===== src/rtl/heightfield_normal_generator_unit_assert.svh =====
// assertion macros used by the heightfield normal generator controller
`ifndef HEIGHTFIELD_NORMAL_GENERATOR_UNIT_ASSERT_SVH
`define HEIGHTFIELD_NORMAL_GENERATOR_UNIT_ASSERT_SVH
// same-cycle implication
`define HNORM_ASSERT_IMP(name, clk, rst, ante, cons) \
   name: assert property (@(posedge clk) disable iff (rst) (ante) |-> (cons)) \
      else $error("hnorm assertion failed");
// next-cycle implication
`define HNORM_ASSERT_NXT(name, clk, rst, ante, cons) \
   name: assert property (@(posedge clk) disable iff (rst) (ante) |=> (cons)) \
      else $error("hnorm assertion failed");
`endif


===== src/rtl/hnorm_pkg.sv =====
// ----------------------------------------------------------------------------
// hnorm_pkg
// Shared constants, types and codes of the heightfield normal generator.
// ----------------------------------------------------------------------------
package hnorm_pkg;

   // grid and line store sizing
   localparam int MAX_SEGMENTS = 255;
   localparam int STORE_DEPTH  = MAX_SEGMENTS + 1;
   localparam int ADDR_W       = $clog2(STORE_DEPTH);
   localparam int SEG_W        = 8;

   // sample and step widths
   localparam int HEIGHT_BITS  = 16;
   localparam int DIFF_W       = HEIGHT_BITS + 1;
   localparam int MAG_W        = HEIGHT_BITS;
   localparam int STEP_W       = 16;

   // normalizer widths
   localparam int VEC_W        = 2 * STEP_W + 1;
   localparam int WIN_W        = 31;
   localparam int SUM_W        = 64;
   localparam int ROOT_W       = 32;
   localparam int FRAC_W       = 15;
   localparam int NUM_W        = WIN_W + FRAC_W + 1;
   localparam int QUO_W        = 17;
   localparam int NORM_W       = 16;

   // configuration port
   localparam int CSR_ADDR_W   = 5;
   localparam int CSR_DATA_W   = 32;

   typedef enum logic [2:0] {
      REG_STEP_X    = 3'd0,
      REG_STEP_Z    = 3'd1,
      REG_SEG_ACR   = 3'd2,
      REG_SEG_DOWN  = 3'd3,
      REG_FLAT_MODE = 3'd4
   } reg_index_type;

   // which of the up to three normals an item causes
   typedef enum logic [1:0] {
      KIND_BELOW  = 2'd0,
      KIND_LEFT   = 2'd1,
      KIND_CORNER = 2'd2
   } kind_type;

   // line store access steps
   typedef enum logic [2:0] {
      STEP_NONE   = 3'd0,
      STEP_READ_A = 3'd1,
      STEP_READ_B = 3'd2,
      STEP_READ_C = 3'd3,
      STEP_COMMIT = 3'd4
   } step_type;

   typedef struct packed {
      logic [STEP_W-1:0] step_x;
      logic [STEP_W-1:0] step_z;
      logic [SEG_W-1:0]  seg_across;
      logic [SEG_W-1:0]  seg_down;
      logic              flat;
   } cfg_type;

   typedef struct packed {
      logic     accept;
      step_type step;
      logic     start;
      kind_type kind;
      logic     load_out;
      logic     last;
      logic     finish;
   } cmd_type;

   typedef struct packed {
      logic e_below;
      logic e_left;
      logic e_corner;
      logic norm_free;
      logic norm_ready;
      logic out_free;
   } sts_type;

endpackage


===== src/rtl/hnorm_csr.sv =====
// ----------------------------------------------------------------------------
// hnorm_csr
// Configuration registers behind the register bus port.
// ----------------------------------------------------------------------------
module hnorm_csr import hnorm_pkg::*; (
   input  logic                  clock,
   input  logic                  reset,
   input  logic                  csr_psel,
   input  logic                  csr_penable,
   input  logic                  csr_pwrite,
   input  logic [CSR_ADDR_W-1:0] csr_paddr,
   input  logic [CSR_DATA_W-1:0] csr_pwdata,
   output logic [CSR_DATA_W-1:0] csr_prdata,
   output logic                  csr_pready,
   output cfg_type               cfg
);

   logic [STEP_W-1:0] step_x_ff;
   logic [STEP_W-1:0] step_z_ff;
   logic [SEG_W-1:0]  seg_across_ff;
   logic [SEG_W-1:0]  seg_down_ff;
   logic              flat_ff;
   logic              wr_en;
   reg_index_type     idx;

   assign csr_pready = 1'b1;
   assign wr_en      = csr_psel & csr_penable & csr_pwrite;
   assign idx        = reg_index_type'(csr_paddr[CSR_ADDR_W-1:2]);

   // register writes
   always_ff @(posedge clock) begin
      if (reset) begin
         step_x_ff     <= STEP_W'(256);
         step_z_ff     <= STEP_W'(256);
         seg_across_ff <= SEG_W'(64);
         seg_down_ff   <= SEG_W'(64);
         flat_ff       <= 1'b0;
      end else if (wr_en) begin
         unique case (idx)
            REG_STEP_X:    step_x_ff     <= csr_pwdata[STEP_W-1:0];
            REG_STEP_Z:    step_z_ff     <= csr_pwdata[STEP_W-1:0];
            REG_SEG_ACR:   seg_across_ff <= csr_pwdata[SEG_W-1:0];
            REG_SEG_DOWN:  seg_down_ff   <= csr_pwdata[SEG_W-1:0];
            REG_FLAT_MODE: flat_ff       <= csr_pwdata[0];
            default: ;
         endcase
      end
   end

   // read mux
   always_comb begin
      unique case (idx)
         REG_STEP_X:    csr_prdata = CSR_DATA_W'(step_x_ff);
         REG_STEP_Z:    csr_prdata = CSR_DATA_W'(step_z_ff);
         REG_SEG_ACR:   csr_prdata = CSR_DATA_W'(seg_across_ff);
         REG_SEG_DOWN:  csr_prdata = CSR_DATA_W'(seg_down_ff);
         REG_FLAT_MODE: csr_prdata = CSR_DATA_W'(flat_ff);
         default:       csr_prdata = '0;
      endcase
   end

   assign cfg.step_x     = step_x_ff;
   assign cfg.step_z     = step_z_ff;
   assign cfg.seg_across = seg_across_ff;
   assign cfg.seg_down   = seg_down_ff;
   assign cfg.flat       = flat_ff;

endmodule


===== config.mk =====
export PLATFORM = sky130hd
export DESIGN_NAME = hnorm_csr
export DESIGN_NICKNAME = d
export VERILOG_FILES = /design/src/rtl/heightfield_normal_generator_unit_assert.svh /design/src/rtl/hnorm_pkg.sv /design/src/rtl/hnorm_csr.sv
export SDC_FILE = /design/constraint.sdc
export NUM_CORES = 1
export LEC_CHECK = 0
export BUFFER_PORTS_ARGS = -buffer_cell sky130_fd_sc_hd__clkbuf_2
export CORE_AREA = 5 5 85 87
export CTS_CLUSTER_SIZE = 10
export DETAILED_ROUTE_END_ITERATION = 7
export DIE_AREA = 0 0 90 92
export GPL_TIMING_DRIVEN = 0
export PLACE_DENSITY_LB_ADDON = 0.15
export SYNTH_ARGS = -nofsm -noshare
export SYNTH_HDL_FRONTEND = slang
export SYNTH_SLANG_ARGS = --single-unit

===== constraint.sdc =====
create_clock -name clock -period 1.4 [get_ports clock]
set_input_delay 0.21 -clock clock [delete_from_list [all_inputs] [get_ports clock]]
set_output_delay 0.21 -clock clock [all_outputs]
set_load 0.05 [all_outputs]

After elaboration in Yosys (flattened, before gate mapping)
Cells that the tools add are included.

word-level totals
  bits in writable memories = 0
  bits in registers = 49
  output and inout port bits = 82
  latch bits = 0
  bits in read-only memories = 0
  input port bits = 42
  memories = 0

cells by class
  bitwise logic cells = 2
  $mul = 0
  divide/modulo/power cells = 0
  magnitude comparators = 0
  shifts and indexed selects = 0
  eq/ne operators = 4
  reduce and logical (&&, ||, !) cells = 6
  add/subtract/negate cells = 0
  multiplexer cells = 1

operator list
  kind                                           number
  one-hot mux 16 bit (5 select lines)            1
  AND reduction 2 bit                            5
  == test 3 x 2 -> 1 bit, second input constant  2
  == test 3 x 1 -> 1 bit, second input constant  1
  == test 3 bit, second input constant           1
  zero test 3 bit                                1
  AND 1 bit                                      2

Longest topological paths before layout
  depth after elaboration = 3
  mapped depth = 6

Worst setup path after synthesis
Ideal clock, no wire load.

  kind = register to output
  start = register seg_down_ff[0]
  end = output csr_prdata[0]
  setup slack = -546 ps
  path buffers = 0
  arrival time = 1736 ps
  data required time = 1190 ps
  stages on the path, launching flop included = 4
  cell sequence = dfxtp_1 > mux2_2 > a22oi_1 > o22ai_1

on the way
  longest elaborated chain between the ends = 1

RTL lines
  what                                 line             text
  from (decl)                          hnorm_csr.sv:21  logic [SEG_W-1:0] seg_down_ff;
  from (signal assigned)               hnorm_csr.sv:43  REG_SEG_DOWN: seg_down_ff <= csr_pwdata[SEG_W-1:0];
  one-hot mux 16 bit (5 select lines)  hnorm_csr.sv:52  unique case (idx)
  to (decl)                            hnorm_csr.sv:13  output logic [CSR_DATA_W-1:0] csr_prdata,

Every way passes these cells.

Worst setup path in the final report
  start = register seg_across_ff[3]
  end = output csr_prdata[3]

on the way
  longest elaborated chain between the ends = 1

RTL lines
  what                                 line             text
  from (decl)                          hnorm_csr.sv:20  logic [SEG_W-1:0] seg_across_ff;
  from (signal assigned)               hnorm_csr.sv:42  REG_SEG_ACR: seg_across_ff <= csr_pwdata[SEG_W-1:0];
  one-hot mux 16 bit (5 select lines)  hnorm_csr.sv:52

Every way passes these cells.

==> flow_summary.yaml <==
global_routing:
  antenna_found_initial: 0
  first_global_vias: 2265
  overflow: 0
  grt_max_degree: 14
  grt_pass1_wl_um: 11600
  grt_usage: 0.175
die:
  coreArea_mm2: 0.00628
  io_pins: 124
  std_cell_rows: 29
  die_w_um: 90
  die_area_mm2: 0.00828
  die_h_um: 92
  start_util: 0.407
synthesis:
  netlist_instances: 250
  synth_seq_area_share: 0.384
  ys_warn_count: 0
  ys_ff_latch: 49
  syn_area_mm2: 0.00256
  syn_avg_cell_area_um2: 10.2
  ys_types: 25
clock_network:
  cts_buffers: 5
  cts_hold_buf: 0
  cts_htree_levels: 2
  cts_sinks: 49
  clk_latency_ns: 0.30
  root_buffer: "clkbuf_8"
  clkTransAtPathRegs_ns: 0.09
  clock_path_buffers: 2
  cts_tree: "done"
pwr:
  p_leak_uw: 0.00187
  vdd_ir_drop_max_mv: 0.514
  p_total_uw: 2790
  powerDensity_mw_per_mm2: 707
detailed_routing:
  drc: 0
  drt_first_pass_iters: 4
  routed_via_density: 4.67
  ant_nets: 0
  wirelength_um: 7370
  drt_iter0_drc: 65
  wl_per_cell_um: 16.0
  route.vias.total: 2149
worst_setup_path:
  crit_required_ns: 1.19
  slowest_stage: "mux4_2"
  cp_num_buf_inv: 1
  end_kind: "output pin"
  cp_cell_sequence: "mux4_2, nor2b_4, buf_8"
  crit_path_start_kind: "flip-flop"
  crit_type: "reg -> out"
  r2r_slack_ns: 0.65
  worst_ep_arrival_time_ns: 1.39
  slowest_delay_ns: 0.45
  critPathMaxFanout: 3
  critical-path-top-delay-family: "multiplexers"
timing:
  skew_ns: 0
  hold_viol: 0
  fmax_mhz: 625
  rsz0062_at_grt: "true"
  fin_crit_sh: 1.14
  slew-limit-headroom: 0.620
  slew_violations: 0
  setup_violations: 8
  worstMarginPinSlew_ns: 0.570
  period_minus_slack_ns: 1.60
  setup_ws_ns: -0.200
cells_and_area:
  final_cell_mix: "clkbuf_2, nand2b_1, mux2i_1, buf_4, dfxtp_2"
  layout_commonest_cell: "clkbuf_2"
  final_nets: 425
  antenna_cells: 0
  drive_above_1_share: 0.554
  area_growth_pct: 54.6
place:
  portBuffers: 86
  gp_congestion: 0.749
  place_ws_ns: -0.497
  dpl.hpwl_um: 5200
min_path:
  hp-class: "in -> reg"
job:
  max-cap-violations: 0
run_status:
  violations: "setup timing"
  status: "complete, but fails checks"
==> sequential cells by signal, summed over array words and instances (netlist names) <==
name and flops:
seg_across_ff 8, step_x_ff 16, step_z_ff 16, flat_ff 1
seg_down_ff 8
==> timing repair <==
action | in CTS | in global routing
endpoints found under the setup margin | 16 | 16
setup buffers | 21 | 5
endpoints found under the hold margin | 0 | 0
resized for setup | 56 | 24
pin swaps | 1 | 2
==> per-stage QoR <==
| stage | utilization | cells | instance area (um^2) | hold WS [ns] | setup TNS [ns] |
|---|---|---|---|---|---|
| finish | 0.630 | 460 | 3950 | 0.171 | -1.47 |
| detailed placement | 0.533 | 428 | 3340 | 0.474 | -5.84 |
| global placement | 0.533 | 428 | 3340 | 0.461 | -5.72 |
| floorplan | - | 265 | 2820 | 0.378 | -0.0265 |
| CTS | 0.612 | 455 | 3840 | 0.165 | -1.72 |
| global route | 0.630 | 460 | 3950 | 0.172 | -1.85 |
==> kinds of logic after synthesis <==
kind of cell	Yosys count	synth area share
compound gates	3	0.00832
buf+inv	37	0.0978
flops	49	0.384
mux	65	0.289
other cells	2	0.00294
simple gates	94	0.218
==> cells in the mapped netlist (all sizes together) <==
| cell | n | area (um^2) |
|---|---|---|
| mux2i | 57 | 571 |
| nand2b | 60 | 375 |
| nand3b | 3 | 22.5 |
| and4b | 1 | 10.0 |
| clkbuf | 10 | 37.5 |
| and2 | 1 | 6.26 |
| mux2 | 1 | 11.3 |
| dfxtp | 49 | 981 |
| conb | 2 | 7.51 |
| nand2 | 2 | 7.51 |
| and3 | 1 | 6.26 |
| buf | 27 | 213 |
| or2 | 1 | 6.26 |
| a22oi | 1 | 7.51 |
| nand3 | 2 | 15.0 |
| nor2 | 15 | 56.3 |
| nor2b | 7 | 43.8 |
| mux4 | 7 | 158 |
| o21a | 1 | 7.51 |
| and3b | 1 | 8.76 |
| o22ai | 1 | 6.26 |
==> power by group <==
group	total (uW)	switching, uW	internal, uW
clock	855	462	393
combinational	527	316	211
sequential	1410	8.53	1400
==> final timing paths <==
kind                            depth (start not counted)        startpoint                to
worst min register to register                          2  seg_across_ff[1]  seg_across_ff[1]
worst max register to register                          3    seg_down_ff[6]    seg_down_ff[6]
worst min-delay path                                    3     csr_pwdata[8]      step_x_ff[8]
worst max-delay path                                    3  seg_across_ff[3]     csr_prdata[3]
==> final cells by class <==
class / instances / area [um^2]
sequential: 49 / 1020
fill: 559 / 2320
clock buffer: 7 / 86.3
buffer: 36 / 302
tap: 77 / 96.3
timing repair buffer: 112 / 833
multi-input combinational: 179 / 1620
==> worst register-to-register path, delay by kind of cell, from the launching register on <==
kind                   cells  cell delay [ns]
buffers and inverters      1             0.13
AND/OR/NAND/NOR            1             0.09
multiplexers               1             0.08
flip-flops                 1             0.33
==> layer usage <==
layer | vias to the layer above | share of wire | GRT usage
li1 | 1062 | - | -
met1 | 1018 | 0.43 | 0.218
met2 | 62 | 0.50 | 0.304
met3 | 7 | 0.053 | 0.0426
met4 | 0 | 0.0095 | 0.0409
met5 | - | 0 | 0
Note: power is estimated with default switching activity, not from simulation.
