===== src/rtl/heightfield_normal_generator_unit_assert.svh =====
// assertion macros used by the heightfield normal generator controller
`ifndef HEIGHTFIELD_NORMAL_GENERATOR_UNIT_ASSERT_SVH
`define HEIGHTFIELD_NORMAL_GENERATOR_UNIT_ASSERT_SVH
// same-cycle implication
`define HNORM_ASSERT_IMP(name, clk, rst, ante, cons) \
   name: assert property (@(posedge clk) disable iff (rst) (ante) |-> (cons)) \
      else $error("hnorm assertion failed");
// next-cycle implication
`define HNORM_ASSERT_NXT(name, clk, rst, ante, cons) \
   name: assert property (@(posedge clk) disable iff (rst) (ante) |=> (cons)) \
      else $error("hnorm assertion failed");
`endif


===== src/rtl/hnorm_pkg.sv =====
// ----------------------------------------------------------------------------
// hnorm_pkg
// Shared constants, types and codes of the heightfield normal generator.
// ----------------------------------------------------------------------------
package hnorm_pkg;

   // grid and line store sizing
   localparam int MAX_SEGMENTS = 255;
   localparam int STORE_DEPTH  = MAX_SEGMENTS + 1;
   localparam int ADDR_W       = $clog2(STORE_DEPTH);
   localparam int SEG_W        = 8;

   // sample and step widths
   localparam int HEIGHT_BITS  = 16;
   localparam int DIFF_W       = HEIGHT_BITS + 1;
   localparam int MAG_W        = HEIGHT_BITS;
   localparam int STEP_W       = 16;

   // normalizer widths
   localparam int VEC_W        = 2 * STEP_W + 1;
   localparam int WIN_W        = 31;
   localparam int SUM_W        = 64;
   localparam int ROOT_W       = 32;
   localparam int FRAC_W       = 15;
   localparam int NUM_W        = WIN_W + FRAC_W + 1;
   localparam int QUO_W        = 17;
   localparam int NORM_W       = 16;

   // configuration port
   localparam int CSR_ADDR_W   = 5;
   localparam int CSR_DATA_W   = 32;

   typedef enum logic [2:0] {
      REG_STEP_X    = 3'd0,
      REG_STEP_Z    = 3'd1,
      REG_SEG_ACR   = 3'd2,
      REG_SEG_DOWN  = 3'd3,
      REG_FLAT_MODE = 3'd4
   } reg_index_type;

   // which of the up to three normals an item causes
   typedef enum logic [1:0] {
      KIND_BELOW  = 2'd0,
      KIND_LEFT   = 2'd1,
      KIND_CORNER = 2'd2
   } kind_type;

   // line store access steps
   typedef enum logic [2:0] {
      STEP_NONE   = 3'd0,
      STEP_READ_A = 3'd1,
      STEP_READ_B = 3'd2,
      STEP_READ_C = 3'd3,
      STEP_COMMIT = 3'd4
   } step_type;

   typedef struct packed {
      logic [STEP_W-1:0] step_x;
      logic [STEP_W-1:0] step_z;
      logic [SEG_W-1:0]  seg_across;
      logic [SEG_W-1:0]  seg_down;
      logic              flat;
   } cfg_type;

   typedef struct packed {
      logic     accept;
      step_type step;
      logic     start;
      kind_type kind;
      logic     load_out;
      logic     last;
      logic     finish;
   } cmd_type;

   typedef struct packed {
      logic e_below;
      logic e_left;
      logic e_corner;
      logic norm_free;
      logic norm_ready;
      logic out_free;
   } sts_type;

endpackage


===== src/rtl/hnorm_ctrl.sv =====
// ----------------------------------------------------------------------------
// hnorm_ctrl
// Controller: takes one sample, sequences the line store accesses, then runs
// the normalizer once for each normal the sample causes.
// ----------------------------------------------------------------------------
`include "heightfield_normal_generator_unit_assert.svh"

module hnorm_ctrl import hnorm_pkg::*; (
   input  logic    clock,
   input  logic    reset,
   input  logic    req_tvalid,
   output logic    req_tready,
   output cmd_type cmd,
   input  sts_type sts
);

   typedef enum logic [7:0] {
      S_IDLE   = 8'b0000_0001,
      S_RDA    = 8'b0000_0010,
      S_RDB    = 8'b0000_0100,
      S_RDC    = 8'b0000_1000,
      S_COMMIT = 8'b0001_0000,
      S_RUN    = 8'b0010_0000,
      S_WAIT   = 8'b0100_0000,
      S_FIN    = 8'b1000_0000
   } state_type;

   state_type state_ff, state_in;
   kind_type  kind_ff, kind_in;
   logic      any_first, more;
   kind_type  first_kind, next_kind;

   // first and following normal of this item
   always_comb begin
      any_first  = sts.e_below | sts.e_left | sts.e_corner;
      first_kind = sts.e_below ? KIND_BELOW : (sts.e_left ? KIND_LEFT : KIND_CORNER);
      case (kind_ff)
         KIND_BELOW: begin
            more      = sts.e_left | sts.e_corner;
            next_kind = sts.e_left ? KIND_LEFT : KIND_CORNER;
         end
         KIND_LEFT: begin
            more      = sts.e_corner;
            next_kind = KIND_CORNER;
         end
         default: begin
            more      = 1'b0;
            next_kind = KIND_CORNER;
         end
      endcase
   end

   always_ff @(posedge clock) begin
      if (reset) begin
         state_ff <= S_IDLE;
         kind_ff  <= KIND_BELOW;
      end else begin
         state_ff <= state_in;
         kind_ff  <= kind_in;
      end
   end

   // next state and commands
   always_comb begin
      state_in     = state_ff;
      kind_in      = kind_ff;
      req_tready   = 1'b0;
      cmd.accept   = 1'b0;
      cmd.step     = STEP_NONE;
      cmd.start    = 1'b0;
      cmd.kind     = kind_ff;
      cmd.load_out = 1'b0;
      cmd.last     = !more;
      cmd.finish   = 1'b0;
      unique case (state_ff)
         S_IDLE: begin
            req_tready = 1'b1;
            if (req_tvalid) begin
               cmd.accept = 1'b1;
               state_in   = S_RDA;
            end
         end
         S_RDA: begin
            cmd.step = STEP_READ_A;
            state_in = S_RDB;
         end
         S_RDB: begin
            cmd.step = STEP_READ_B;
            state_in = S_RDC;
         end
         S_RDC: begin
            cmd.step = STEP_READ_C;
            state_in = S_COMMIT;
         end
         S_COMMIT: begin
            cmd.step = STEP_COMMIT;
            kind_in  = first_kind;
            state_in = any_first ? S_RUN : S_FIN;
         end
         S_RUN: begin
            cmd.start = 1'b1;
            state_in  = S_WAIT;
         end
         S_WAIT: begin
            if (sts.norm_ready && sts.out_free) begin
               cmd.load_out = 1'b1;
               kind_in      = more ? next_kind : kind_ff;
               state_in     = more ? S_RUN : S_FIN;
            end
         end
         S_FIN: begin
            cmd.finish = 1'b1;
            state_in   = S_IDLE;
         end
         default: state_in = S_IDLE;
      endcase
   end

   // checks
   `HNORM_ASSERT_IMP(a_start_free, clock, reset, cmd.start, sts.norm_free)
   `HNORM_ASSERT_IMP(a_load_free, clock, reset, cmd.load_out, sts.out_free && sts.norm_ready)
   `HNORM_ASSERT_NXT(a_start_waits, clock, reset, cmd.start, state_ff == S_WAIT)
   `HNORM_ASSERT_IMP(a_no_accept_busy, clock, reset, cmd.accept, !sts.norm_ready || req_tready)

endmodule

===== config.mk =====
export PLATFORM = sky130hd
export DESIGN_NAME = hnorm_ctrl
export DESIGN_NICKNAME = d
export VERILOG_FILES = /design/src/rtl/hnorm_pkg.sv /design/src/rtl/hnorm_ctrl.sv
export VERILOG_INCLUDE_DIRS = /design/src /design/src/rtl
export SDC_FILE = /design/constraint.sdc
export NUM_CORES = 1
export LEC_CHECK = 0
export BUFFER_PORTS_ARGS = -buffer_cell sky130_fd_sc_hd__clkbuf_2
export CAP_MARGIN = 20
export CORE_MARGIN = 2
export CORE_UTILIZATION = 45
export CTS_BUF_LIST = sky130_fd_sc_hd__clkbuf_4
export DETAILED_ROUTE_END_ITERATION = 12
export MAX_ROUTING_LAYER = met4
export PLACE_DENSITY = 0.76
export SKIP_LAST_GASP = 1
export SLEW_MARGIN = 20
export SYNTH_ARGS = -nofsm -noshare
export SYNTH_HDL_FRONTEND = slang
export SYNTH_SLANG_ARGS = --single-unit

===== constraint.sdc =====
create_clock -name clock -period 1.6 [get_ports clock]
set_clock_uncertainty 0.15 [all_clocks]
set_input_delay 0.16 -clock clock [delete_from_list [all_inputs] [get_ports clock]]
set_output_delay 0.16 -clock clock [all_outputs]
set_load 0.01 [all_outputs]

## Word level (Yosys, flattened, before mapping)

Index checks and enable logic that the tools add are counted.

| word-level totals | value |
|---|---|
| word-level logic and storage cells | 43 |
| output and inout bits | 11 |
| input bits | 9 |
| flip-flop bits (word level) | 10 |

| cells by class | value |
|---|---|
| equal/unequal tests | 12 |
| bitwise gates (word level) | 3 |
| muxes and demuxes | 20 |
| reductions and logical operators | 6 |

Operator list:

| kind | count |
|---|---|
| 8-bit one-hot mux with 7 select lines | 1 |
| 8-bit 2-to-1 mux | 4 |
| 3-bit one-hot mux with 4 select lines | 1 |
| 2-bit 2-to-1 mux | 5 |
| 8-bit by 1-bit == test with 1-bit output, second input constant | 1 |
| 8-bit by 2-bit == test with 1-bit output, second input constant | 1 |
| 8-bit by 3-bit == test with 1-bit output, second input constant | 1 |
| 8-bit by 4-bit == test with 1-bit output, second input constant | 1 |
| 8-bit by 5-bit == test with 1-bit output, second input constant | 1 |
| 8-bit by 6-bit == test with 1-bit output, second input constant | 1 |
| 8-bit by 7-bit == test with 1-bit output, second input constant | 1 |
| 8-bit == test, second input constant | 1 |
| 1-bit 2-to-1 mux | 7 |
| 2-bit inequality test, second input constant | 3 |
| 2-bit one-hot mux with 2 select lines | 1 |
| 1-bit bitwise OR | 3 |
| 3-bit AND reduction | 1 |
| 2-bit by 1-bit == test with 1-bit output, second input constant | 1 |
| 2-bit zero test | 1 |
| 1-bit one-hot mux with 2 select lines | 1 |
| 2-bit AND reduction | 1 |
| 2-bit nonzero test | 1 |
| 1-bit logical AND | 1 |
| 1-bit zero test | 1 |

## Depth between registers and ports, before layout

| logic depth | value |
|---|---|
| depth after elaboration | 5 |
| gate-level depth with buffers | 5 |
| depth with buffers taken out | 5 |

## Least setup slack after synthesis

OpenSTA, ideal clock, no wires.

| timing | value |
|---|---|
| path kind | flip-flop to flip-flop |
| from | register state_ff[0] |
| to | register kind_ff[0] |
| setup time | 0.072 ns |
| clock period less this slack | 1.591 ns |
| data required time | 1.378 ns |
| buffers on the path | 0 |
| path slack | 0.009 ns |
| cell stages (with the launch flop) | 5 |
| data arrival time | 1.369 ns |
| cell sequence | dfxtp_1 > nor4_4 > o2111ai_2 > a21oi_2 > mux2i_1 |

| on the way | value |
|---|---|
| word-level cells in the longest chain between the ends | 3 |

RTL lines:

| what | line | source |
|---|---|---|
| start: declaration | hnorm_ctrl.sv:28 | `state_type state_ff, state_in;` |
| start signal: assignment | hnorm_ctrl.sv:58 | `state_ff <= state_in;` |
| 8-bit by 7-bit == test with 1-bit output / 8-bit by 5-bit == test with 1-bit output (equally long branches) | hnorm_ctrl.sv:75 | `unique case (state_ff)` |
| 2-bit inequality test (no line) / 2-bit nonzero test (equally long branches) | -- |  |
| 3-bit AND reduction (no line) | -- |  |
| end signal: assignment | hnorm_ctrl.sv:59 | `kind_ff <= kind_in;` |
| end: declaration | hnorm_ctrl.sv:29 | `kind_type kind_ff, kind_in;` |

Several ways; a longest one is shown, not always the timed one.
A chain may end at the register's enable or synchronous reset.

==> impl_metrics.py <==
metrics = {
    "status": {
        "outcome": "finished with violations",
        "violations": "setup timing",
    },
    "grt": {
        "grt_overflow": 0,
        "grt_pass1_vias": 593,
        "grt_pass1_wl_um": 2440,
        "antenna_found_initial": 0,
        "grt.total_usage_pct": 23.9,
        "grt_max_degree": 8,
    },
    "timing": {
        "setup_viol": 17,
        "rsz0062_at_grt": "yes",
        "timing.hold.ws_ps": 9.64,
        "slew_headroom_pct": 69.6,
        "final.setup.tns_ps": -1840,
        "max_freq_ghz": 0.533,
        "final.period_utilization_pct": 117,
        "slew_violations": 0,
        "finalCriticalPeriod_ps": 1880,
        "tightest_slew_ps": 450,
        "worst_slack_ps": -277,
        "finalHoldViolCount": 0,
    },
    "final_layout": {
        "ff_latch_area_um2": 214,
        "finish.utilization_pct": 80.1,
        "area_growth_pct": 69.9,
        "multi_input_area_um2": 438,
        "drive_above_1_share_pct": 57.5,
        "fillerInstances": 76,
        "layout.nets": 124,
        "antenna_cells": 0,
    },
    "synth": {
        "syn_nets": 76,
        "postSynthAreaPerCell_um2": 8.93,
        "synth_cells": 67,
        "ys_types": 28,
        "syn_area_um2": 598,
        "ys.flop_type": "dfxtp_1",
        "async_reset_ff_share_pct": 0,
        "synth.yosys.seq_area_share_pct": 33.5,
        "ys_seq_elements": 10,
        "yosys_warnings": 0,
        "synth_edf_count": 0,
    },
    "floorplanning": {
        "die_x_um": 40.5,
        "row_count": 13,
        "start_util_pct": 47.1,
        "boundaryPins": 20,
        "die_area_um2": 1640,
        "core_um2": 1270,
        "die_h_um": 40.5,
    },
    "power_and_ir_drop": {
        "totalPowerFinal_mw": 0.568,
        "ir_drop_mv": 0.600,
        "power_density_nw_per_um2": 559,
        "p_leak_nw": 0.476,
    },
    "clock_tree": {
        "cts_tree": "yes",
        "path_clk_slew_ps": 70,
        "clock-root-buffer": "clkbuf_4",
        "worstSkewPairLatency_ps": 270,
        "h-tree-depth": 1,
        "cts_buffers": 3,
        "cts_hold_buffers": 0,
        "cts_sinks": 10,
        "cts.path.max_buffers": 2,
    },
    "critical_path": {
        "startpoint": "state_ff[5]",
        "path_class": "flop to primary output",
        "reg2reg_from": "state_ff[4]",
        "reg2reg_depth": 6,
        "crit_fanout": 4,
        "reg2reg_to": "kind_ff[1]",
        "regToRegSetupSlack_ps": -150,
        "cp-start-kind": "flop",
        "end_kind": "primary output",
        "cp.arrival_ps": 1570,
        "critPathRequiredTime_ps": 1290,
    },
    "detailed_routing": {
        "via_per_inst": 5.47,
        "wire_per_inst_um": 14.5,
        "drt-total-wl_um": 1850,
        "dr.first_iter.drc_count": 17,
        "drtAntennaViolNets": 0,
        "firstDrtPassIters": 4,
        "drc_errors": 0,
        "route.vias.total": 700,
    },
    "place": {
        "dp_hpwl_um": 1150,
        "numPortBuffers": 18,
        "dp_slack_ps": -31.0,
        "gp_congestion": 0.857,
    },
    "min_path": {
        "hold_path_startpoint": "req_tvalid",
        "hold_class": "input port to flop",
        "hold_end": "state_ff[1]",
        "worstHoldPathCells": 2,
    },
    "run": {
        "cap_violations": 0,
    },
}
## worst max-delay path by stage
stage,to,slack [ps]
after detailed placement,kind_ff[1],-30
after global routing,cmd[6],-350
after global placement,kind_ff[1],-3
final,cmd[6],-280
after floorplan,kind_ff[0],9
after CTS,cmd[6],-180
## through the flow
stage / instance area [µm²] / instances
after CTS: 925 / 123
after detailed placement: 790 / 111
after global routing: 1020 / 128
final: 1020 / 128
after global placement: 790 / 111
after floorplan: 598 / 67
## power breakdown
part	total, mW	switching [mW]	internal (mW)
Combinational	0.138	0.0634	0.0746
Sequential	0.255	0.00532	0.250
Clock	0.175	0.0876	0.0870
Total	0.568	0.156	0.412
## layout by cell type, fill, tap and decap left out, types with 3 or more instances in the layout
cell type,n
dfxtp_1,5
nor2_1,10
buf_4,22
clkbuf_4,3
dfxtp_4,3
inv_1,3
o21ai_0,3
nor2b_1,3
clkbuf_2,10
nand4b_1,5
buf_6,6
nand2_1,4
buf_2,5
## logic make-up after synthesis
logic type | Yosys count | share of synthesized area [%]
compound gates | 11 | 14.4
mux | 2 | 3.35
flops | 10 | 33.5
simple gates | 38 | 43.3
xor+xnor | 2 | 2.93
buf+inv | 4 | 2.51
## layout make-up
| class | instances | area share (%) |
|---|---|---|
| Clock buffer | 3 | 2.22 |
| Inverter | 4 | 1.48 |
| Multi-Input combinational cell | 53 | 43.1 |
| Sequential cell | 10 | 21.1 |
| Tap cell | 15 | 1.85 |
| Timing Repair Buffer | 43 | 30.3 |
## registers in the layout (all words and copies together), names as in the netlist
name and count:
kind_ff 2, state_ff 8
## repair_timing
item / in CTS / in global routing
setup buffers: 10 / 7
pin swaps: 11 / 14
setup endpoints to repair: 15 / 17
resized for setup: 14 / 20
## critical path, cell delays in order, from the launching register on
cell	delay (ps)
dfxtp_4	370
nor4_4	350
buf_4	180
nand4b_1	130
nand2_1	130
buf_2	140
## synthesized netlist by cell type (all sizes together) (2+ instances only)
cell    count  area share, %
nor2       11            6.9
dfxtp      10             33
and3        5            5.4
nand2       5            3.6
nand4b      5            7.3
inv         4            2.5
nor2b       3            3.1
o21ai       3            2.5
a21oi       2            2.3
and4b       2            3.3
mux2i       2            3.3
nor4        2            5.6
xor2        2            2.9
## per-layer routing
metal | track usage (%) | vias up | routed length, µm
li1 | - | 344 | -
met1 | 28.7 | 334 | 797
met2 | 38.5 | 17 | 952
met3 | 3.33 | 5 | 68
met4 | 12.5 | 0 | 31
met5 | - | - | 0
(Power assumes the default switching activity.)
